[config.mk]
export PLATFORM = sky130hd
export DESIGN_NAME = pba_map_ram
export DESIGN_NICKNAME = d
export VERILOG_FILES = /design/src/pba_pkg.sv /design/src/pba_map_ram.sv
export SDC_FILE = /design/constraint.sdc
export NUM_CORES = 2
export LEC_CHECK = 0
export BUFFER_PORTS_ARGS = -buffer_cell sky130_fd_sc_hd__buf_2
export CAP_MARGIN = 5
export CORE_MARGIN = 5
export CORE_UTILIZATION = 45
export CTS_CLUSTER_DIAMETER = 40
export DETAILED_ROUTE_END_ITERATION = 8
export GPL_ROUTABILITY_DRIVEN = 0
export SETUP_SLACK_MARGIN = 0.02
export SLEW_MARGIN = 20
export SYNTH_ARGS = -nofsm -noshare
export SYNTH_HDL_FRONTEND = slang
export SYNTH_SLANG_ARGS = --single-unit
[constraint.sdc]
create_clock -name clk -period 5.4 [get_ports clk]
set_clock_uncertainty 0.1 [all_clocks]
set_input_delay 1.08 -clock clk [delete_from_list [all_inputs] [get_ports clk]]
set_output_delay 1.08 -clock clk [all_outputs]
set_load 0.02 [all_outputs]
[src/pba_pkg.sv]
// Package for the page bitmap allocator: widths, codes, state encoding,
// shared structs and the word-level bit search helpers.
// No dependencies.
`default_nettype none
package pba_pkg;

    localparam int DEF_MAX_PAGES = 4096;
    localparam int WORD_W        = 32;
    localparam int OFS_W         = 5;
    localparam int PG_W          = 14;   // internal page number, holds start + length
    localparam int CMD_W         = 2;
    localparam int START_W       = 12;
    localparam int LEN_W         = 13;
    localparam int MANAGED_W     = 13;
    localparam int APB_AW        = 3;
    localparam int APB_DW        = 32;

    localparam logic [MANAGED_W-1:0] MANAGED_RESET = 13'd4096;
    localparam logic [0:0]           REG_MANAGED   = 1'b0;

    typedef enum logic [CMD_W-1:0] {
        CMD_ALLOC   = 2'd0,
        CMD_FREE    = 2'd1,
        CMD_RESERVE = 2'd2
    } cmd_t;

    typedef enum logic [2:0] {
        ST_CLEAR,
        ST_IDLE,
        ST_SCAN,
        ST_RUN_RD,
        ST_RUN_WR,
        ST_RESP
    } state_t;

    typedef struct packed {
        logic            found;
        logic [PG_W-1:0] run_begin;
        logic [PG_W-1:0] count_next;
        logic [PG_W-1:0] head_next;
    } scan_res_t;

    typedef struct packed {
        logic               success;
        logic [START_W-1:0] found_page;
    } resp_t;

    // number of consecutive ones from bit 0
    function automatic logic [OFS_W:0] trail_ones(input logic [WORD_W-1:0] v);
        logic [OFS_W:0] n;
        n = (OFS_W+1)'(WORD_W);
        for (int i = WORD_W - 1; i >= 0; i--) begin
            if (!v[i])
                n = (OFS_W+1)'(i);
        end
        return n;
    endfunction

    // number of consecutive ones from the top bit down
    function automatic logic [OFS_W:0] lead_ones(input logic [WORD_W-1:0] v);
        logic [OFS_W:0] n;
        n = (OFS_W+1)'(WORD_W);
        for (int i = 0; i < WORD_W; i++) begin
            if (!v[i])
                n = (OFS_W+1)'(WORD_W - 1 - i);
        end
        return n;
    endfunction

    function automatic logic [OFS_W-1:0] low_index(input logic [WORD_W-1:0] v);
        logic [OFS_W-1:0] idx;
        idx = '0;
        for (int i = WORD_W - 1; i >= 0; i--) begin
            if (v[i])
                idx = OFS_W'(i);
        end
        return idx;
    endfunction

    // bit i set when v[i +: n] is all ones inside the word, n in 1..31
    function automatic logic [WORD_W-1:0] run_starts(input logic [WORD_W-1:0] v,
                                                      input logic [OFS_W-1:0] n);
        logic [WORD_W-1:0] g;
        logic [WORD_W-1:0] r;
        logic [OFS_W-1:0]  off;
        g   = v;
        r   = '1;
        off = '0;
        for (int k = 0; k < OFS_W; k++) begin
            if (n[k]) begin
                r   = r & (g >> off);
                off = off + OFS_W'(1 << k);
            end
            g = g & (g >> (1 << k));
        end
        return r;
    endfunction

    function automatic logic [WORD_W-1:0] span_mask(input logic [OFS_W-1:0] lo,
                                                     input logic [OFS_W-1:0] hi);
        return ({WORD_W{1'b1}} << lo) & ({WORD_W{1'b1}} >> (OFS_W'(WORD_W - 1) - hi));
    endfunction

endpackage
`default_nettype wire

[src/pba_map_ram.sv]
// Used-page bitmap storage, one 32-page word per entry.
// One write port, one registered read port. Uses pba_pkg.
`default_nettype none
module pba_map_ram #(
    parameter int DEPTH = 128,
    parameter int AW    = 7
) (
    input  wire logic                       clk,
    input  wire logic                       wr_en,
    input  wire logic [AW-1:0]              wr_addr,
    input  wire logic [pba_pkg::WORD_W-1:0] wr_data,
    input  wire logic [AW-1:0]              rd_addr,
    output logic      [pba_pkg::WORD_W-1:0] rd_data
);

    logic [pba_pkg::WORD_W-1:0] mem [DEPTH];
    logic [pba_pkg::WORD_W-1:0] rd_data_reg;

    always_ff @(posedge clk)
    begin
        if (wr_en)
            mem[wr_addr] <= wr_data;
        rd_data_reg <= mem[rd_addr];
    end

    assign rd_data = rd_data_reg;

endmodule
`default_nettype wire

After elaboration in Yosys (flattened, before gate mapping):

Memories as Yosys holds them, arrays and structs flattened. A register that Yosys moved wholly into a read port is not among the register bits.
Index checks and enable logic that the tools add are counted.

* register bits: 0
* latch bits: 0
* bits in writable memories: 4096
* bits in read-only memories: 0
* input bits: 48
* output and inout bits: 32
* memories: 1

Memories
* mem: depth 128, bits a word 32, rd ports 1, clocked after memory_dff 1, wr ports 1, RTL line pba_map_ram.sv:16 `logic [pba_pkg::WORD_W-1:0] mem [DEPTH];`

* add/subtract/negate cells: 0
* multipliers: 0
* divide/modulo/power cells: 0
* magnitude comparators: 0
* equality and inequality tests: 0
* shift-type cells: 0
* mux-type cells: 2
* bitwise logic cells: 0
* reduce and logical (&&, ||, !) cells: 0

Operators with widths (count)
* 1-bit two-way mux: 2

Longest topological paths before layout:

* word-level depth: 2
* mapped depth: 8
* depth with buffers taken out: 4

Least setup slack after synthesis:

OpenSTA, ideal clock, no wires.

* path kind: input -> register
* from: in wr_en
* to: mem mem[98][0] (netlist name), enable pin
* setup time: 0.461 ns
* arrival time: 3.858 ns
* slack: 0.981 ns
* cell stages on the path: 3
* path buffers: 1
* path through: clkbuf_1 -> nand4_1 -> nor3_1

* word-level cells in the longest chain between the ends: 2

Ends and longest elaborated chain
* start: declaration: RTL line pba_map_ram.sv:9 `input wire logic wr_en,`
* 1-bit two-way mux: RTL line pba_map_ram.sv:21 `if (wr_en)`
* 1-bit two-way mux (implied by the code): RTL line pba_map_ram.sv:22 `mem[wr_addr] <= wr_data;`
* end: declaration: RTL line pba_map_ram.sv:16

Every way passes these cells.

==> results.md <==
* Worst-Skew Late Latency at 1000 ps
* VDD IR max at 0.307 mV
* 1st-iter DRT viols at between 10,000 and 15,000
* Commonest cells in the netlist: edfxtp_1, mux4_2, clkbuf_1
* Largest net degree at the start of global routing at between 90 and 100
* Mapped Cells at 5,990
* CTS tree: built
* CP startpoint kind: primary input
* Initial core utilization at between 40% and 50%
* Final setup vio count at 0
* CP max stage cell: mux4_2
* Final-report hold violation count at 0
* Status: finished clean
* Crit path max fanout at 31
* Fmax at ~270 MHz
* Synth unique cells at 17
* Pwr Density at approximately 400 nW/um^2
* Die Y at around 600 um
* Min cycle time layout at approximately 3700 ps
* Slew HR at between 20% and 30%
* Vias in the first global route at 72,818
* Max cap viols at 0
* Largest register FFs at about 4,100
* Seq/Total Area, Yosys at 79.1%
* ANT nets after route at 0
* I/O Buffers at a little under 80
* Endpoint type of the worst setup path: register
* CTS Hold Buffers Added at 0
* Synth-to-layout area growth at 16.6%
* H-tree depth at 5
* Count leader, synth: edfxtp_1
* Clock Sinks at 4,128
* Ys flop type: edfxtp_1
* Total Power at a little over 70 mW
* Core Box Area at 346,000 um^2
* Worst hold path class: primary input to register
* CP Class: primary input to register
* Synth warnings at 0
* Final Cycle Share at around 70%
* GRT Total Usage at approximately 24%
* First-pass GRT wire length at around 600,000 um
* EDFF count, synth at roughly 4,000
* Routed via count at between 70,000 and 80,000
* Design area at approximately 180,000 um^2
* I/O Pins at 80
* Fin Hold WS at 428 ps
* Post_cts resized at 0
* Worst Max-Slew Pin Slew at about 1200 ps
* Via density at 6.26
* TritonCTS Buffers at 482
* Clock transition at path regs at 60 ps
* Largest area contributor in the synthesized netlist: edfxtp_1
* Final WL at around 430,000 um
* Placed cell areas at between 150,000 and 200,000 um^2
* Area share of the largest cell type after synthesis at roughly 80%
* Global route total overflow at 0
* Hpwl dp at around 240,000 um
* CTS max path bufs at 4
* Rows at around 220
* Syn_area_per_cell at 26.1 um^2
* CP most frequent cell: mux4_2
* Root buf cell: clkbuf_16
* CP max stage delay at 690 ps
* Max-slew violation count at 0
* Die Area at 359,000 um^2
* Largest cells by area after synthesis: edfxtp_1, mux4_2, clkbuf_1
* Worst EP arrival at around 4500 ps
* Mapped Nets at between 6,000 and 7,000
* Bufs and invs on worst path at 4
* Share of layout cells above drive strength 1 at between 30% and 40%
* Required @ worst endpoint at ~6200 ps
* Setup TNS at 0 ps
* Async SR Flop Fraction at 0%
* Unrepaired setup endpoints after global routing: no
* Leakage power at around 56 nW
* CP delay by family, top: multiplexers
* Layout Nets at 6,617
* Worst path cell trace: buf_8 -> buf_12 -> buf_4 -> buf_4 -> mux4_2 -> mux4_2 -> mux4_2 -> mux2_2
* Wire per inst at 37.3 um
* DRC at 0
* Chip width at approximately 600 um
* Seq cells post-synth at 4,128
* Synthesized cell area at around 160,000 um^2
* Initial antenna violation count at just over 70
* TritonRoute pass-1 iters at 5
* Setup bufs post-CTS at 0
placed cells by master (no fill, tap or decap), types with 33 or more instances in the layout:
master      instances
clkbuf_16         488
edfxtp_1         4096
buf_4             297
diode_2            64
inv_6              40
clkinv_1           54
clkinv_4           33
clkinvlp_4         63
clkinv_2           66
bufinv_16          56
mux4_2           1344
buf_2              41
nor2_4            119
buf_12             64
clkbuf_1           71
where the power goes:
part / internal, mW / total [mW] / switching, mW
clock: 19.5 / 32.9 / 13.4
sequential: 35.4 / 35.6 / 0.198
combinational: 1.34 / 3.55 / 2.21
worst paths after layout:
kind / from / endpoint / slack [ps] / depth (start not counted)
max: rd_addr[2] / rd_data[18] / 1690 / 8
min: wr_data[12] / mem[94][12] / 430 / 1
max reg2reg: mem[5][9] / rd_data[9] / 2610 / 4
min reg2reg: mem[95][16] / rd_data[16] / 1030 / 4
worst register-to-register path, cell delays in order (launching register included):
cell and delay [ps]:
edfxtp_1 370, mux4_2 490, mux4_2 630, mux4_2 750, mux2_2 350
routing by layer:
layer | track usage (%) | share of wire [%]
met1 | 34.9 | 40
met5 | 0 | 0.028
met3 | 5.65 | 10
met2 | 37.3 | 47
met4 | 7.16 | 3.1
metrics by stage:
| stage | setup slack [ps] | util [%] | std cells |
|---|---|---|---|
| floorplan | 981 | - | 5990 |
| global placement | 675 | 47.8 | 10659 |
| detailed placement | 681 | 47.8 | 10659 |
| CTS | 1750 | 52.6 | 11567 |
| global route | 1650 | 52.6 | 11611 |
| finish | 1690 | 52.7 | 11635 |
layout make-up:
cell class                 instances  area (um^2)
fill                           25837       164000
antenna                           64          160
sequential                      4128       124000
timing repair buffer             411         3880
multi-input combinational       1546        32300
clock inverter                   341         3860
tap                             4578         5730
clock buffer                     567        12600
kinds of logic after synthesis:
kind of cell | synth area share (%)
buffers and inverters | 0.839
muxes | 19.6
and+or+nand+nor | 0.446
DFF | 79.1
No activity file was read; power rests on OpenSTA's default activity.
