--- config.mk ---
export PLATFORM = sky130hd
export DESIGN_NAME = pba_seq
export DESIGN_NICKNAME = d
export VERILOG_FILES = /design/src/pba_pkg.sv /design/src/pba_word_unit.sv /design/src/pba_seq.sv
export SDC_FILE = /design/constraint.sdc
export NUM_CORES = 1
export LEC_CHECK = 0
export ABC_AREA = 0
export CAP_MARGIN = 20
export CORE_MARGIN = 1
export CORE_UTILIZATION = 45
export CTS_CLUSTER_SIZE = 28
export DETAILED_ROUTE_END_ITERATION = 6
export DONT_BUFFER_PORTS = 1
export HOLD_SLACK_MARGIN = 0.06
export PLACE_DENSITY = 0.6
export SLEW_MARGIN = 30
export SYNTH_ARGS = -nofsm -noshare
export SYNTH_HDL_FRONTEND = slang
export SYNTH_SLANG_ARGS = --single-unit
--- constraint.sdc ---
create_clock -name clk -period 12.71 [get_ports clk]
set_clock_uncertainty 0.15 [all_clocks]
set_input_delay 2.542 -clock clk [delete_from_list [all_inputs] [get_ports clk]]
set_output_delay 2.542 -clock clk [all_outputs]
set_load 0.01 [all_outputs]
--- src/pba_pkg.sv ---
// Package for the page bitmap allocator: widths, codes, state encoding,
// shared structs and the word-level bit search helpers.
// No dependencies.
`default_nettype none
package pba_pkg;

    localparam int DEF_MAX_PAGES = 4096;
    localparam int WORD_W        = 32;
    localparam int OFS_W         = 5;
    localparam int PG_W          = 14;   // internal page number, holds start + length
    localparam int CMD_W         = 2;
    localparam int START_W       = 12;
    localparam int LEN_W         = 13;
    localparam int MANAGED_W     = 13;
    localparam int APB_AW        = 3;
    localparam int APB_DW        = 32;

    localparam logic [MANAGED_W-1:0] MANAGED_RESET = 13'd4096;
    localparam logic [0:0]           REG_MANAGED   = 1'b0;

    typedef enum logic [CMD_W-1:0] {
        CMD_ALLOC   = 2'd0,
        CMD_FREE    = 2'd1,
        CMD_RESERVE = 2'd2
    } cmd_t;

    typedef enum logic [2:0] {
        ST_CLEAR,
        ST_IDLE,
        ST_SCAN,
        ST_RUN_RD,
        ST_RUN_WR,
        ST_RESP
    } state_t;

    typedef struct packed {
        logic            found;
        logic [PG_W-1:0] run_begin;
        logic [PG_W-1:0] count_next;
        logic [PG_W-1:0] head_next;
    } scan_res_t;

    typedef struct packed {
        logic               success;
        logic [START_W-1:0] found_page;
    } resp_t;

    // number of consecutive ones from bit 0
    function automatic logic [OFS_W:0] trail_ones(input logic [WORD_W-1:0] v);
        logic [OFS_W:0] n;
        n = (OFS_W+1)'(WORD_W);
        for (int i = WORD_W - 1; i >= 0; i--) begin
            if (!v[i])
                n = (OFS_W+1)'(i);
        end
        return n;
    endfunction

    // number of consecutive ones from the top bit down
    function automatic logic [OFS_W:0] lead_ones(input logic [WORD_W-1:0] v);
        logic [OFS_W:0] n;
        n = (OFS_W+1)'(WORD_W);
        for (int i = 0; i < WORD_W; i++) begin
            if (!v[i])
                n = (OFS_W+1)'(WORD_W - 1 - i);
        end
        return n;
    endfunction

    function automatic logic [OFS_W-1:0] low_index(input logic [WORD_W-1:0] v);
        logic [OFS_W-1:0] idx;
        idx = '0;
        for (int i = WORD_W - 1; i >= 0; i--) begin
            if (v[i])
                idx = OFS_W'(i);
        end
        return idx;
    endfunction

    // bit i set when v[i +: n] is all ones inside the word, n in 1..31
    function automatic logic [WORD_W-1:0] run_starts(input logic [WORD_W-1:0] v,
                                                      input logic [OFS_W-1:0] n);
        logic [WORD_W-1:0] g;
        logic [WORD_W-1:0] r;
        logic [OFS_W-1:0]  off;
        g   = v;
        r   = '1;
        off = '0;
        for (int k = 0; k < OFS_W; k++) begin
            if (n[k]) begin
                r   = r & (g >> off);
                off = off + OFS_W'(1 << k);
            end
            g = g & (g >> (1 << k));
        end
        return r;
    endfunction

    function automatic logic [WORD_W-1:0] span_mask(input logic [OFS_W-1:0] lo,
                                                     input logic [OFS_W-1:0] hi);
        return ({WORD_W{1'b1}} << lo) & ({WORD_W{1'b1}} >> (OFS_W'(WORD_W - 1) - hi));
    endfunction

endpackage
`default_nettype wire

--- src/pba_word_unit.sv ---
// Scan unit: checks one 32-page word for the first free run,
// carrying the open run across words. Uses pba_pkg.
`default_nettype none
module pba_word_unit (
    input  wire logic [pba_pkg::WORD_W-1:0] data,
    input  wire logic [pba_pkg::PG_W-1:0]   base,
    input  wire logic [pba_pkg::PG_W-1:0]   count,
    input  wire logic [pba_pkg::PG_W-1:0]   run_head,
    input  wire logic [pba_pkg::LEN_W-1:0]  len,
    input  wire logic [pba_pkg::PG_W-1:0]   limit,
    output pba_pkg::scan_res_t              res
);

    logic [pba_pkg::PG_W-1:0]    rem;
    logic [pba_pkg::WORD_W-1:0]  vmask;
    logic [pba_pkg::WORD_W-1:0]  free_bits;
    logic [pba_pkg::OFS_W:0]     tz;
    logic [pba_pkg::OFS_W:0]     lead;
    logic [pba_pkg::PG_W-1:0]    need;
    logic [pba_pkg::WORD_W-1:0]  starts;
    logic [pba_pkg::PG_W-1:0]    head;

    always_comb
    begin
        rem       = limit - base;
        vmask     = (rem >= pba_pkg::PG_W'(pba_pkg::WORD_W)) ? '1 :
                    ((pba_pkg::WORD_W'(1) << rem[pba_pkg::OFS_W-1:0]) - pba_pkg::WORD_W'(1));
        free_bits = ~data & vmask;
        tz        = pba_pkg::trail_ones(free_bits);
        lead      = pba_pkg::lead_ones(free_bits);
        need      = pba_pkg::PG_W'(len) - count;
        starts    = (len < pba_pkg::LEN_W'(pba_pkg::WORD_W)) ?
                    pba_pkg::run_starts(free_bits, len[pba_pkg::OFS_W-1:0]) : '0;
        head      = (count == '0) ? base : run_head;

        res.found     = 1'b0;
        res.run_begin = head;
        if (pba_pkg::PG_W'(tz) >= need)
        begin
            res.found = 1'b1;
        end
        else if (starts != '0)
        begin
            res.found     = 1'b1;
            res.run_begin = base + pba_pkg::PG_W'(pba_pkg::low_index(starts));
        end

        if (tz == (pba_pkg::OFS_W+1)'(pba_pkg::WORD_W))
        begin
            res.count_next = count + pba_pkg::PG_W'(pba_pkg::WORD_W);
            res.head_next  = head;
        end
        else
        begin
            res.count_next = pba_pkg::PG_W'(lead);
            res.head_next  = base + pba_pkg::PG_W'(pba_pkg::WORD_W) - pba_pkg::PG_W'(lead);
        end
    end

endmodule
`default_nettype wire

--- src/pba_seq.sv ---
// Command sequencer: clearing pass, word scan for allocate, read-modify-write
// over a run of words. Uses pba_pkg and pba_word_unit.
`default_nettype none
module pba_seq #(
    parameter  int MAX_PAGES = pba_pkg::DEF_MAX_PAGES,
    localparam int NWORDS    = (MAX_PAGES + pba_pkg::WORD_W - 1) / pba_pkg::WORD_W,
    localparam int AW        = (NWORDS > 1) ? $clog2(NWORDS) : 1
) (
    input  wire logic                          clk,
    input  wire logic                          rst_n,
    input  wire logic                          in_valid,
    output logic                               in_ready,
    input  wire logic [pba_pkg::CMD_W-1:0]     in_cmd,
    input  wire logic [pba_pkg::START_W-1:0]   in_start,
    input  wire logic [pba_pkg::LEN_W-1:0]     in_len,
    input  wire logic [pba_pkg::MANAGED_W-1:0] managed,
    output logic                               resp_valid,
    input  wire logic                          resp_ready,
    output pba_pkg::resp_t                     resp,
    output logic      [AW-1:0]                 rd_addr,
    input  wire logic [pba_pkg::WORD_W-1:0]    rd_data,
    output logic                               wr_en,
    output logic      [AW-1:0]                 wr_addr,
    output logic      [pba_pkg::WORD_W-1:0]    wr_data
);

    localparam int PageCapI = (MAX_PAGES < 16383) ? MAX_PAGES : 16383;
    localparam logic [pba_pkg::PG_W-1:0] PAGE_CAP  = pba_pkg::PG_W'(PageCapI);
    localparam logic [AW-1:0]            LAST_WORD = AW'(NWORDS - 1);

    pba_pkg::state_t state_reg, state_next;
    logic [AW-1:0]               clr_reg, clr_next;
    logic [pba_pkg::LEN_W-1:0]   len_reg, len_next;
    logic [pba_pkg::PG_W-1:0]    cur_reg, cur_next;
    logic [pba_pkg::PG_W-1:0]    last_reg, last_next;
    logic [pba_pkg::PG_W-1:0]    count_reg, count_next;
    logic [pba_pkg::PG_W-1:0]    head_reg, head_next;
    logic [pba_pkg::PG_W-1:0]    limit_reg, limit_next;
    logic                        set_reg, set_next;
    logic                        ok_reg, ok_next;
    logic [pba_pkg::START_W-1:0] found_reg, found_next;

    pba_pkg::scan_res_t          scan;
    logic [pba_pkg::PG_W-1:0]    in_last;
    logic                        in_empty;
    logic                        same_word;
    logic [pba_pkg::WORD_W-1:0]  mask;
    logic [pba_pkg::PG_W-1:0]    managed_ext;

    pba_word_unit u_word (
        .data     (rd_data),
        .base     (cur_reg),
        .count    (count_reg),
        .run_head (head_reg),
        .len      (len_reg),
        .limit    (limit_reg),
        .res      (scan)
    );

    assign in_last     = pba_pkg::PG_W'(in_start) + pba_pkg::PG_W'(in_len) - pba_pkg::PG_W'(1);
    assign in_empty    = (in_len == '0) || (pba_pkg::PG_W'(in_start) >= PAGE_CAP);
    assign same_word   = (cur_reg[pba_pkg::PG_W-1:pba_pkg::OFS_W] ==
                          last_reg[pba_pkg::PG_W-1:pba_pkg::OFS_W]);
    assign managed_ext = pba_pkg::PG_W'(managed);
    assign mask        = pba_pkg::span_mask(cur_reg[pba_pkg::OFS_W-1:0],
                             same_word ? last_reg[pba_pkg::OFS_W-1:0] : '1);

    // next state
    always_comb
    begin
        state_next = state_reg;
        case (state_reg)
            pba_pkg::ST_CLEAR:
            begin
                if (clr_reg == LAST_WORD)
                    state_next = pba_pkg::ST_IDLE;
            end
            pba_pkg::ST_IDLE:
            begin
                if (in_valid)
                begin
                    case (in_cmd)
                        pba_pkg::CMD_ALLOC:
                            state_next = (in_len == '0) ? pba_pkg::ST_RESP : pba_pkg::ST_SCAN;
                        pba_pkg::CMD_FREE,
                        pba_pkg::CMD_RESERVE:
                            state_next = in_empty ? pba_pkg::ST_RESP : pba_pkg::ST_RUN_RD;
                        default:
                            state_next = pba_pkg::ST_RESP;
                    endcase
                end
            end
            pba_pkg::ST_SCAN:
            begin
                if (cur_reg >= limit_reg)
                    state_next = pba_pkg::ST_RESP;
                else if (scan.found)
                    state_next = pba_pkg::ST_RUN_RD;
            end
            pba_pkg::ST_RUN_RD:
                state_next = pba_pkg::ST_RUN_WR;
            pba_pkg::ST_RUN_WR:
                state_next = same_word ? pba_pkg::ST_RESP : pba_pkg::ST_RUN_RD;
            pba_pkg::ST_RESP:
            begin
                if (resp_ready)
                    state_next = pba_pkg::ST_IDLE;
            end
            default:
                state_next = pba_pkg::ST_IDLE;
        endcase
    end

    // datapath and outputs
    always_comb
    begin
        clr_next   = clr_reg;
        len_next   = len_reg;
        cur_next   = cur_reg;
        last_next  = last_reg;
        count_next = count_reg;
        head_next  = head_reg;
        limit_next = limit_reg;
        set_next   = set_reg;
        ok_next    = ok_reg;
        found_next = found_reg;
        in_ready   = 1'b0;
        resp_valid = 1'b0;
        wr_en      = 1'b0;
        wr_addr    = AW'(cur_reg >> pba_pkg::OFS_W);
        wr_data    = set_reg ? (rd_data | mask) : (rd_data & ~mask);

        case (state_reg)
            pba_pkg::ST_CLEAR:
            begin
                wr_en    = 1'b1;
                wr_addr  = clr_reg;
                wr_data  = '1;
                clr_next = clr_reg + AW'(1);
            end
            pba_pkg::ST_IDLE:
            begin
                in_ready   = 1'b1;
                len_next   = in_len;
                count_next = '0;
                head_next  = '0;
                limit_next = (managed_ext < PAGE_CAP) ? managed_ext : PAGE_CAP;
                found_next = '0;
                last_next  = (in_last >= PAGE_CAP) ? (PAGE_CAP - pba_pkg::PG_W'(1)) : in_last;
                set_next   = (in_cmd == pba_pkg::CMD_RESERVE);
                ok_next    = (in_cmd == pba_pkg::CMD_FREE) || (in_cmd == pba_pkg::CMD_RESERVE);
                cur_next   = (in_cmd == pba_pkg::CMD_ALLOC) ? '0 : pba_pkg::PG_W'(in_start);
            end
            pba_pkg::ST_SCAN:
            begin
                if (cur_reg < limit_reg)
                begin
                    if (scan.found)
                    begin
                        cur_next   = scan.run_begin;
                        last_next  = scan.run_begin + pba_pkg::PG_W'(len_reg) - pba_pkg::PG_W'(1);
                        set_next   = 1'b1;
                        ok_next    = 1'b1;
                        found_next = scan.run_begin[pba_pkg::START_W-1:0];
                    end
                    else
                    begin
                        cur_next   = cur_reg + pba_pkg::PG_W'(pba_pkg::WORD_W);
                        count_next = scan.count_next;
                        head_next  = scan.head_next;
                    end
                end
            end
            pba_pkg::ST_RUN_RD:
            begin
            end
            pba_pkg::ST_RUN_WR:
            begin
                wr_en    = 1'b1;
                cur_next = {cur_reg[pba_pkg::PG_W-1:pba_pkg::OFS_W] +
                            (pba_pkg::PG_W-pba_pkg::OFS_W)'(1),
                            {pba_pkg::OFS_W{1'b0}}};
            end
            pba_pkg::ST_RESP:
                resp_valid = 1'b1;
            default:
            begin
            end
        endcase

        rd_addr = AW'(cur_next >> pba_pkg::OFS_W);
    end

    assign resp.success    = ok_reg;
    assign resp.found_page = found_reg;

    always_ff @(posedge clk or negedge rst_n)
    begin
        if (!rst_n)
        begin
            state_reg <= pba_pkg::ST_CLEAR;
            clr_reg   <= '0;
        end
        else
        begin
            state_reg <= state_next;
            clr_reg   <= clr_next;
        end
    end

    always_ff @(posedge clk)
    begin
        len_reg   <= len_next;
        cur_reg   <= cur_next;
        last_reg  <= last_next;
        count_reg <= count_next;
        head_reg  <= head_next;
        limit_reg <= limit_next;
        set_reg   <= set_next;
        ok_reg    <= ok_next;
        found_reg <= found_next;
    end

    a_zero_alloc_fails: assert property (@(posedge clk) disable iff (!rst_n)
        (in_valid && in_ready && in_cmd == pba_pkg::CMD_ALLOC && in_len == '0)
        |=> (state_reg == pba_pkg::ST_RESP && !ok_reg))
        else $error("zero-length allocate did not fail at once");

    a_write_states: assert property (@(posedge clk) disable iff (!rst_n)
        wr_en |-> (state_reg == pba_pkg::ST_CLEAR || state_reg == pba_pkg::ST_RUN_WR))
        else $error("bitmap written outside clear or run update");

    a_open_run_short: assert property (@(posedge clk) disable iff (!rst_n)
        (state_reg == pba_pkg::ST_SCAN) |-> (count_reg < pba_pkg::PG_W'(len_reg)))
        else $error("open free run reached the length without a hit");

    a_fail_page_zero: assert property (@(posedge clk) disable iff (!rst_n)
        (resp_valid && !resp.success) |-> (resp.found_page == '0))
        else $error("failed result carries a page");

endmodule
`default_nettype wire

Word level (Yosys, flattened, before mapping)
Index checks and enable logic that the tools add are counted.
{"block": "word_totals", "word_cells": 241, "ff_bits": 107}
{"block": "op_classes", "magnitude_cmp": 7, "n_bitwise": 14, "reduce_logical": 14, "eq_ne": 17, "shifts": 7, "n_mux": 152, "add_sub_neg": 17}
{"operator": "$mux W6", "count": 64}
{"operator": "$mux W32", "count": 9}
{"operator": "$and A32 B32 Y32", "count": 7}
{"operator": "$mux W5", "count": 38}
{"operator": "$mux W14", "count": 11}
{"operator": "$shr A32 B5 Y32", "count": 3}
{"operator": "$pmux W14 S2", "count": 3}
{"operator": "$not A32 Y32", "count": 2}
{"operator": "$pmux W14 S3", "count": 1}
{"operator": "$mux W12", "count": 3}
{"operator": "$and A32 B24 Y32", "count": 1}
{"operator": "$and A32 B28 Y32", "count": 1}
{"operator": "$and A32 B30 Y32", "count": 1}
{"operator": "$and A32 B31 Y32", "count": 1}
{"operator": "$or A32 B32 Y32", "count": 1}
{"operator": "$reduce_bool A32 Y1", "count": 1}
{"operator": "$shl A1 B5 Y32 const A", "count": 1}
{"operator": "$shl A32 B5 Y32 const A", "count": 1}
{"operator": "$shr A32 B1 Y32", "count": 1}
{"operator": "$shr A32 B5 Y32 const A", "count": 1}
{"operator": "$sub A32 B1 Y32 const B", "count": 1}
{"operator": "$add A14 B6 Y14 const B", "count": 2}
{"operator": "$mux W28", "count": 1}
{"operator": "$sub A14 B1 Y14 const B", "count": 2}
{"operator": "48 further kinds", "count": 71}

Logic depth before layout (Yosys ltp)
Gate-level depths: netlist of the first run.
{"block": "depth", "depth_word": 58, "depth_mapped": 61, "ltp_nobuf": 58}

By module
A second synthesis of the first run with hierarchy kept.
{"block": "hier_totals", "hier_cells": 2498, "hier_area_um2": 17840.9}
{"module": "pba_word_unit", "cells_per_inst": 1613, "area_each_um2": 10003.3, "instances": 1}
{"module": "pba_seq", "cells_per_inst": 885, "area_each_um2": 7837.5, "instances": 1}

Worst setup path after synthesis of the first run
OpenSTA, ideal clock, no wires.
{"block": "synth_timing", "path_kind": "register to output", "from": "register cur_reg[1] (netlist name)", "to": "output rd_addr[6]", "path_stages_with_launch": 43, "arrival_time_ns": 7.501, "path_buffers": 9, "required_ns": 10.018, "slack_ns": 2.517, "cell_sequence": "edfxtp_1 clkbuf_1 inv_1 fa_1 a211oi_4 nor2_4 o31ai_1 o31ai_1 or3_4 buf_6 nor3_2 buf_4 buf_4 buf_2 buf_1 a21o_1 o21ai_0 a21oi_1 [... 7 more ...] ha_1 nand2b_1 a21o_1 a21oi_1 nor2b_1 o21ai_0 nand2b_1 a21oi_1 a2111oi_0 nand2_1 or4_1 clkbuf_1 and2_1 buf_6 mux2_4 a2bb2oi_1 a22oi_1 buf_4"}
{"block": "synth_via", "elab_chain_cells": 56, "word_cells_on_any_way": 101, "classes_between": "add/sub: 4; order compare: 3; shift: 5; mux: 79; bitwise: 9; reduce/logical: 1"}
{"item": "start, declared", "line_no": "pba_seq.sv:34", "rtl": "logic [pba_pkg::PG_W-1:0] cur_reg, cur_next;"}
{"item": "start signal, assigned", "line_no": "pba_seq.sv:214", "rtl": "cur_reg <= cur_next;"}
{"item": "branches (longest 54 deep; another with $sub A32 B1 Y32)"}
{"item": "$mux W14 (*)", "line_no": "pba_seq.sv:156", "rtl": "if (cur_reg < limit_reg)"}
{"item": "$pmux W14 S3 (*)", "line_no": "pba_seq.sv:133", "rtl": "case (state_reg)"}
{"item": "end, declared", "line_no": "pba_seq.sv:20", "rtl": "output logic [AW-1:0] rd_addr,"}
Every way passes the cells marked *. The select of a mux whose other input is x is not followed.

Worst setup path in the final report of the first run
{"block": "layout_timing", "from": "register cur_reg[2] (netlist name)", "to": "output rd_addr[6]"}
Same word-level chain as after synthesis.

==> run_results.csv, run 1 <==
group,metric,value,unit
timing,tightest_slew,1.03,ns
place,gp_congestion,1.04,
finish,fin_util,0.482,
drt,via_per_inst,6.97,
global_routing,antenna_found_initial,3,
global_routing,grt_pass1_vias,19100,
cts,cts_root_buf,"clkbuf_16",
drt,dr_wl_met2,36300,µm
floorplan,core,0.0369,mm²
min_path,hold_class,"flop to flop",
finish,finalInstanceArea,0.0178,mm²
cts,cts_tree,"done",
outcome,status,"finished, violations left",
synthesis,synth.area.top_cells,"edfxtp_1, ha_1, nand2_1, nor2_1, a21oi_1",
drt,top_layer_used,"met5",
drt,wl_per_cell,28.3,µm
place,port_buffers,0,
timing,fin_crit_sh,0.950,
floorplan,dieWidth,196,µm
worst_setup_path,crit_top_cell,"nand2_1",
place,placed_cell_area,0.0174,mm²
power,p_seq_frac,0.126,
timing,fin_tns_setup,0,ns
drt,routed_wl,80600,µm
worst_setup_path,r2r-end,"last_reg[13]",
finish,drive_above_1_share,0.0644,
worst_setup_path,path_max_fanout,13,
drt,drc,6,
power,internal-power,2200,µW
worst_setup_path,critPathLaunchType,"flop",
cts,cts_made_buffers,9,
synthesis,synth_edf_count,89,
worst_setup_path,critPathLaunch,"cur_reg[2]",
power,p_comb_frac,0.828,
worst_setup_path,arrival,9.39,ns
worst_setup_path,crit_type,"flop to primary output",
worst_setup_path,cp.required,10.02,ns
finish,synthToLayoutAreaGrowth,4.40,%
synthesis,synth_area,0.0170,mm²
synthesis,ys_warn_count,0,
timing,hold_violations,0,
timing,maxSlewViolCount,0,
cts,cts_max_level,3,
floorplan,die_y,196,µm
place,dp_hpwl,63300,µm
synthesis,synth.most_common_cell,"nand2_1",
flow_run,drv_cap,0,
worst_setup_path,reg2reg_from,"cur_reg[3]",
power,power_density,338,mW/mm²
worst_setup_path,worst-r2r-cell-count,56,
drt,met3WireLength,7840,µm
worst_setup_path,slowest_stage,"a221oi_1",
synthesis,yosys_most_used_dff,"edfxtp_1",
synthesis,ys_types,104,
drt,first_pass_iters,7,
power,pwr-share-clk,0.046,
cts,clkLatencyLatePin,0.35,ns
cts,post-cts-setup-buffers,0,
power,swShare,0.633,
synthesis,synth_nets,2608,
global_routing,gr-usage-all-layers,0.412,
power,switchingPower,3810,µW
synthesis,yosys.area.top_type,"edfxtp_1",
cts,clkTransAtPathRegs,0.07,ns
synthesis,ys_seq_elements,106,
synthesis,async_flop_share,0.0943,
timing,relSlewSlack,0.312,
power,ir_drop,0.292,mV
global_routing,grt_pass1_wl,120000,µm
min_path,hold_path.startpoint,"clr_reg[5]",
worst_setup_path,regToRegSetupSlack,0.83,ns
outcome,violations,"design-rule violations",
drt,drtIter0Drc,2679,
worst_setup_path,cp-endpoint,"rd_addr[6]",
floorplan,start_util,0.461,
cts,clk_path_buf_depth,2,
floorplan,rows,70,
synthesis,synth_common_cells,"nand2_1, nor2_1, a21oi_1, o21ai_0, inv_1",
worst_setup_path,max_stage_delay,0.94,ns
global_routing,grt_overflow,0,
timing,rsz0062_at_grt,"no",
drt,num_vias,19900,
worst_setup_path,endpoint_kind,"primary output",
power,p_total,6010,µW
floorplan,dieArea,0.0386,mm²
timing,finalSetupViolations,0,
cts,cts_sinks,106,
floorplan,top_level_ports,138,
timing,min_period,12.08,ns
power,p_leak,0.00684,µW
global_routing,grt_max_degree,66,
drt,ant_nets,0,
timing,clock.fmax,82.8,MHz
synthesis,netlist.area_leader.share,0.157,
synthesis,ys_seq_area_frac,0.180,
drt,m1WireLength,30400,µm
synthesis,synth_cells,2426,
synthesis,syn_area_per_cell,7.01,µm²
finish,nNetsFinal,2523,
==> routing by layer <==
layer	vias up	GRT usage
li1	8850	-
met1	9380	0.493
met2	1279	0.669
met3	357	0.0850
met4	2	0.271
met5	-	0
==> power groups by stage <==
stage | combinational, µW | clock [µW] | sequential (µW)
2_1_floorplan | 3400 | 0 | 694
3_3_place_gp | 4760 | 0 | 768
3_5_place_dp | 4750 | 0 | 765
4_1_cts | 4780 | 280 | 761
5_1_grt | 5310 | 289 | 776
6_report | 4980 | 274 | 758
==> final cells by class <==
class | count | area, µm²
Antenna cell | 1 | 2.50
Clock buffer | 11 | 243
Clock inverter | 5 | 37.5
Fill cell | 3785 | 19100
Inverter | 166 | 623
Multi-Input combinational cell | 1995 | 12700
Sequential cell | 106 | 3060
Tap cell | 504 | 631
Timing Repair Buffer | 63 | 477
==> timing repair <==
action | 4_1_cts | 5_1_grt
endpoints found under the hold margin | 0 | 0
endpoints found under the setup margin | 0 | 10
hold buffers | 0 | 0
resized for setup | 0 | 5
==> cells in the final DEF (no fill, tap or decap), drive strengths merged, types with 10 or more instances in the layout <==
cell and instances:
nor3 60, o211ai 56, nor2b 28, nand3 72, nand4 32, o221ai 11
ha 100, inv 167, o21a 30, or3 19, a21o 28, or2 13
o2111ai 11, a211o 12, a221o 12, o21ai 187, a221oi 22, and3 29
a41oi 10, edfxtp 89, nand2 278, a21oi 184, buf 63, o22ai 23
o21bai 17, o31ai 27, xor2 23, a211oi 38, mux2i 24, nor2 274
a31oi 41, and2 30, nor4 45, nand2b 25, a22oi 10, a311oi 10
dfrtp 10, xnor2 51, clkbuf 11
==> worst min-delay path by stage <==
stage | end | slack (ns) | cells past startpoint
floorplan | clr_reg[6] | 0.32 | 1
global placement | clr_reg[6] | 0.34 | 1
detailed placement | clr_reg[6] | 0.34 | 1
CTS | clr_reg[6] | 0.35 | 1
global route | clr_reg[6] | 0.37 | 1
finish | clr_reg[5] | 0.35 | 1
==> critical path, delay by kind of cell, from the launching register on <==
family / cells / cell delay [ns]
mux: 1 / 0.29
xor+xnor: 1 / 0.15
compound gates: 14 / 4.54
flops: 1 / 0.59
buf+inv: 2 / 0.42
simple gates: 11 / 1.90
fa+ha+maj: 3 / 1.12
==> through the flow <==
step	worst slack [ns]	std cells	hold WS, ns
2_1_floorplan	2.52	2426	0.316
3_3_place_gp	1.03	2833	0.336
3_5_place_dp	0.780	2833	0.338
4_1_cts	0.394	2849	0.353
5_1_grt	0.119	2850	0.370
6_report	0.629	2851	0.352
==> kinds of logic (layout without fill, tap and decap cells) <==
family	Yosys count	after routing	synth area share
AND/OR/NAND/NOR	938	938	0.262
buffers and inverters	325	245	0.0786
AO/OA/AOI/OAI	842	842	0.337
XOR/XNOR	74	74	0.0390
other	0	1	0
flip-flops	106	106	0.180
multiplexers	35	35	0.0234
adder cells (fa/ha/maj)	106	106	0.0806
Power figures use the tool's default switching activity.
==> run 2: changes to the inputs <==
--- a/config.mk
+++ b/config.mk
@@ -5,10 +5,11 @@
 export SDC_FILE = /design/constraint.sdc
 export NUM_CORES = 1
 export LEC_CHECK = 0
-export ABC_AREA = 0
+export ABC_AREA = 1
 export CAP_MARGIN = 20
 export CORE_MARGIN = 1
 export CORE_UTILIZATION = 45
+export CTS_BUF_LIST = sky130_fd_sc_hd__clkbuf_4 sky130_fd_sc_hd__clkbuf_8
 export CTS_CLUSTER_SIZE = 28
 export DETAILED_ROUTE_END_ITERATION = 6
 export DONT_BUFFER_PORTS = 1
==> run 2 against run 1 <==
The run now ends clean. Sequential power fell by 39%. Combinational power fell by 86%. First-iteration DRC count fell by 47%. Cell count rose by 0.35%. Largest power group unchanged. Flip-flop and latch count did not move. Synthesized cell count rose by 1.7%. Clock power fell by 27%. Critical path type unchanged. Worst setup slack improved by 0.97 ns. Utilization fell by 1.4 points. Synthesized area fell by 10%. Clock-buffer cell count did not move. Non-clock buffer count fell by 46.
==> run_results.csv, run 2 <==
group,metric,value,unit
outcome,status,"complete, no violations",
synthesis,ys_warn_count,0,
global_routing,gr-usage-all-layers,0.317,
worst_setup_path,crit_top_cell,"nand2_1",
place,dp_hpwl,43800,µm
timing,maxSlewViolCount,0,
place,gp_congestion,1.02,
place,port_buffers,0,
timing,hold_violations,0,
synthesis,ys_seq_elements,106,
worst_setup_path,arrival,8.42,ns
floorplan,top_level_ports,138,
timing,clock.fmax,90.0,MHz
global_routing,grt_overflow,0,
cts,clkLatencyLatePin,0.40,ns
timing,worst_hold_slack,0.334,ns
cts,cts_max_level,3,
power,power_density,86.4,mW/mm²
timing,tightest_slew,0.928,ns
worst_setup_path,cp.required,10.02,ns
floorplan,core,0.0334,mm²
cts,post-cts-setup-buffers,0,
cts,cts_tree,"done",
finish,fin_util,0.467,
synthesis,synth_cells,2468,
synthesis,ys_types,66,
drt,drc,0,
synthesis,synth_nets,2650,
worst_setup_path,regToRegSetupSlack,1.86,ns
timing,fin_crit_sh,0.874,
worst_setup_path,path_max_fanout,21,
floorplan,dieWidth,186,µm
floorplan,dieArea,0.0346,mm²
synthesis,async_flop_share,0.0943,
cts,cts_made_buffers,9,
drt,ant_nets,0,
global_routing,antenna_found_initial,1,
synthesis,synth.most_common_cell,"nand2_1",
synthesis,ys_seq_area_frac,0.201,
min_path,hold_class,"flop to flop",
worst_setup_path,crit_type,"flop to primary output",
floorplan,die_y,186,µm
finish,final_common_cell,"nand2_1",
timing,rsz0062_at_grt,"no",
synthesis,yosys.area.top_type,"edfxtp_1",
drt,via_per_inst,5.66,
worst_setup_path,critPathLaunchType,"flop",
drt,wl_per_cell,19.1,µm
finish,filler_cell_count,3579,
synthesis,netlist.area_leader.share,0.175,
worst_setup_path,slowest_stage,"edfxtp_1",
drt,num_vias,16200,
synthesis,yosys_most_used_dff,"edfxtp_1",
finish,diodes,0,
timing,finalSetupViolations,0,
synthesis,synth.area.top_cells,"edfxtp_1, nand2_1, inv_1, ha_1, nor2_1",
synthesis,synth_area,0.0152,mm²
worst_setup_path,max_stage_delay,0.79,ns
power,ir_drop,0.0936,mV
cts,cts_sinks,106,
floorplan,rows,67,
finish,drive_above_1_share,0.0617,
flow_run,drv_cap,0,
drt,routed_wl,54700,µm
synthesis,synth_common_cells,"nand2_1, inv_1, nor2_1, a21oi_1, o21ai_0",
cts,clkTransAtPathRegs,0.11,ns
cts,ctsResizeCount,0,
global_routing,grt_max_degree,70,
drt,first_pass_iters,6,
floorplan,start_util,0.455,
drt,drtIter0Drc,1414,
synthesis,syn_area_per_cell,6.17,µm²
worst_setup_path,endpoint_kind,"primary output",
global_routing,grt_pass1_wl,84100,µm
cts,clk_path_buf_depth,2,
synthesis,synth_edf_count,89,
finish,nNetsFinal,2590,
timing,relSlewSlack,0.373,
finish,mostFrequentLayoutCells,"nand2_1, inv_1, nor2_1, a21oi_1, o21ai_0",
finish,synthToLayoutAreaGrowth,2.65,%
cts,cts_root_buf,"clkbuf_8",
global_routing,grt_pass1_vias,15200,
timing,fin_tns_setup,0,ns
cts,cts_hold_buffers,0,
power,p_leak,0.00759,µW
timing,min_period,11.11,ns
-- run 2: cell types whose count changed after synthesis, moves of 29 or more --
cell,change
nor4_1,-34
and3_1,-29
inv_1,+202
a31oi_1,-30
clkbuf_1,-61
nor3_1,-31
nand2_1,+343
nand3_1,+72
-- run 2: worst max-delay path, delay by kind of cell (launching register included) --
| family | cells | cell delay (ns) |
|---|---|---|
| flip-flops | 1 | 0.79 |
| AND/OR/NAND/NOR | 30 | 2.79 |
| adder cells (fa/ha/maj) | 2 | 0.86 |
| AO/OA/AOI/OAI | 17 | 2.60 |
| buffers and inverters | 4 | 0.96 |
-- run 2: worst paths after layout --
| path | end | startpoint | cells past startpoint |
|---|---|---|---|
| setup / recovery | rd_addr[3] | cur_reg[4] | 53 |
| hold / removal | clr_reg[6] | clr_reg[6] | 1 |
| setup reg to reg | last_reg[13] | cur_reg[4] | 71 |
| hold reg to reg | clr_reg[6] | clr_reg[6] | 1 |
| max in group asynchronous | clr_reg[6] | rst_n | 0 |
| min in group asynchronous | state_reg[1] | rst_n | 0 |
-- run 2: cell families (layout without fill, tap and decap cells) --
| group | count (synthesis) | after routing | share of synthesized area |
|---|---|---|---|
| AND/OR/NAND/NOR | 1175 | 1175 | 0.335 |
| AO/OA/AOI/OAI | 535 | 535 | 0.207 |
| buffers and inverters | 476 | 421 | 0.126 |
| adder cells (fa/ha/maj) | 106 | 106 | 0.0900 |
| flip-flops | 106 | 106 | 0.201 |
| XOR/XNOR | 69 | 69 | 0.0397 |
| multiplexers | 1 | 1 | 0.000657 |
-- run 2: layout make-up --
cell class	count	area (µm²)	area share
inverters	388	1460	0.0931
clock inverters	5	32.5	0.00208
flip-flops and latches	106	3060	0.196
multi-input cells	1886	10300	0.656
clock buffers	11	139	0.00888
well taps	448	561	0.0358
repair buffers	17	128	0.00816
-- run 2: layer usage --
metal,global-route usage,vias to the layer above,wire [µm]
met5,0,-,13
met4,0.147,2,2520
met3,0.0376,138,3360
met2,0.532,648,25300
met1,0.405,7362,23500
li1,-,8042,-
-- run 2: power by group --
part / internal, µW / total (µW) / leakage [µW] / switching, µW
combinational: 221 / 686 / 0.00650 / 465
clock: 75.7 / 199 / 0.0000939 / 123
sequential: 417 / 466 / 0.000994 / 48.7
total: 714 / 1350 / 0.00759 / 637
-- run 2: per-stage QoR --
step | setup slack, ns | total power [µW] | area [µm²] | instances
after global placement | 2.08 | 1140 | 15500 | 2845
after detailed placement | 2.12 | 1150 | 15500 | 2845
after CTS | 1.72 | 1350 | 15600 | 2861
after floorplan | 3.72 | 996 | 15200 | 2468
final | 1.60 | 1350 | 15600 | 2861
after global routing | 0.764 | 1460 | 15600 | 2861
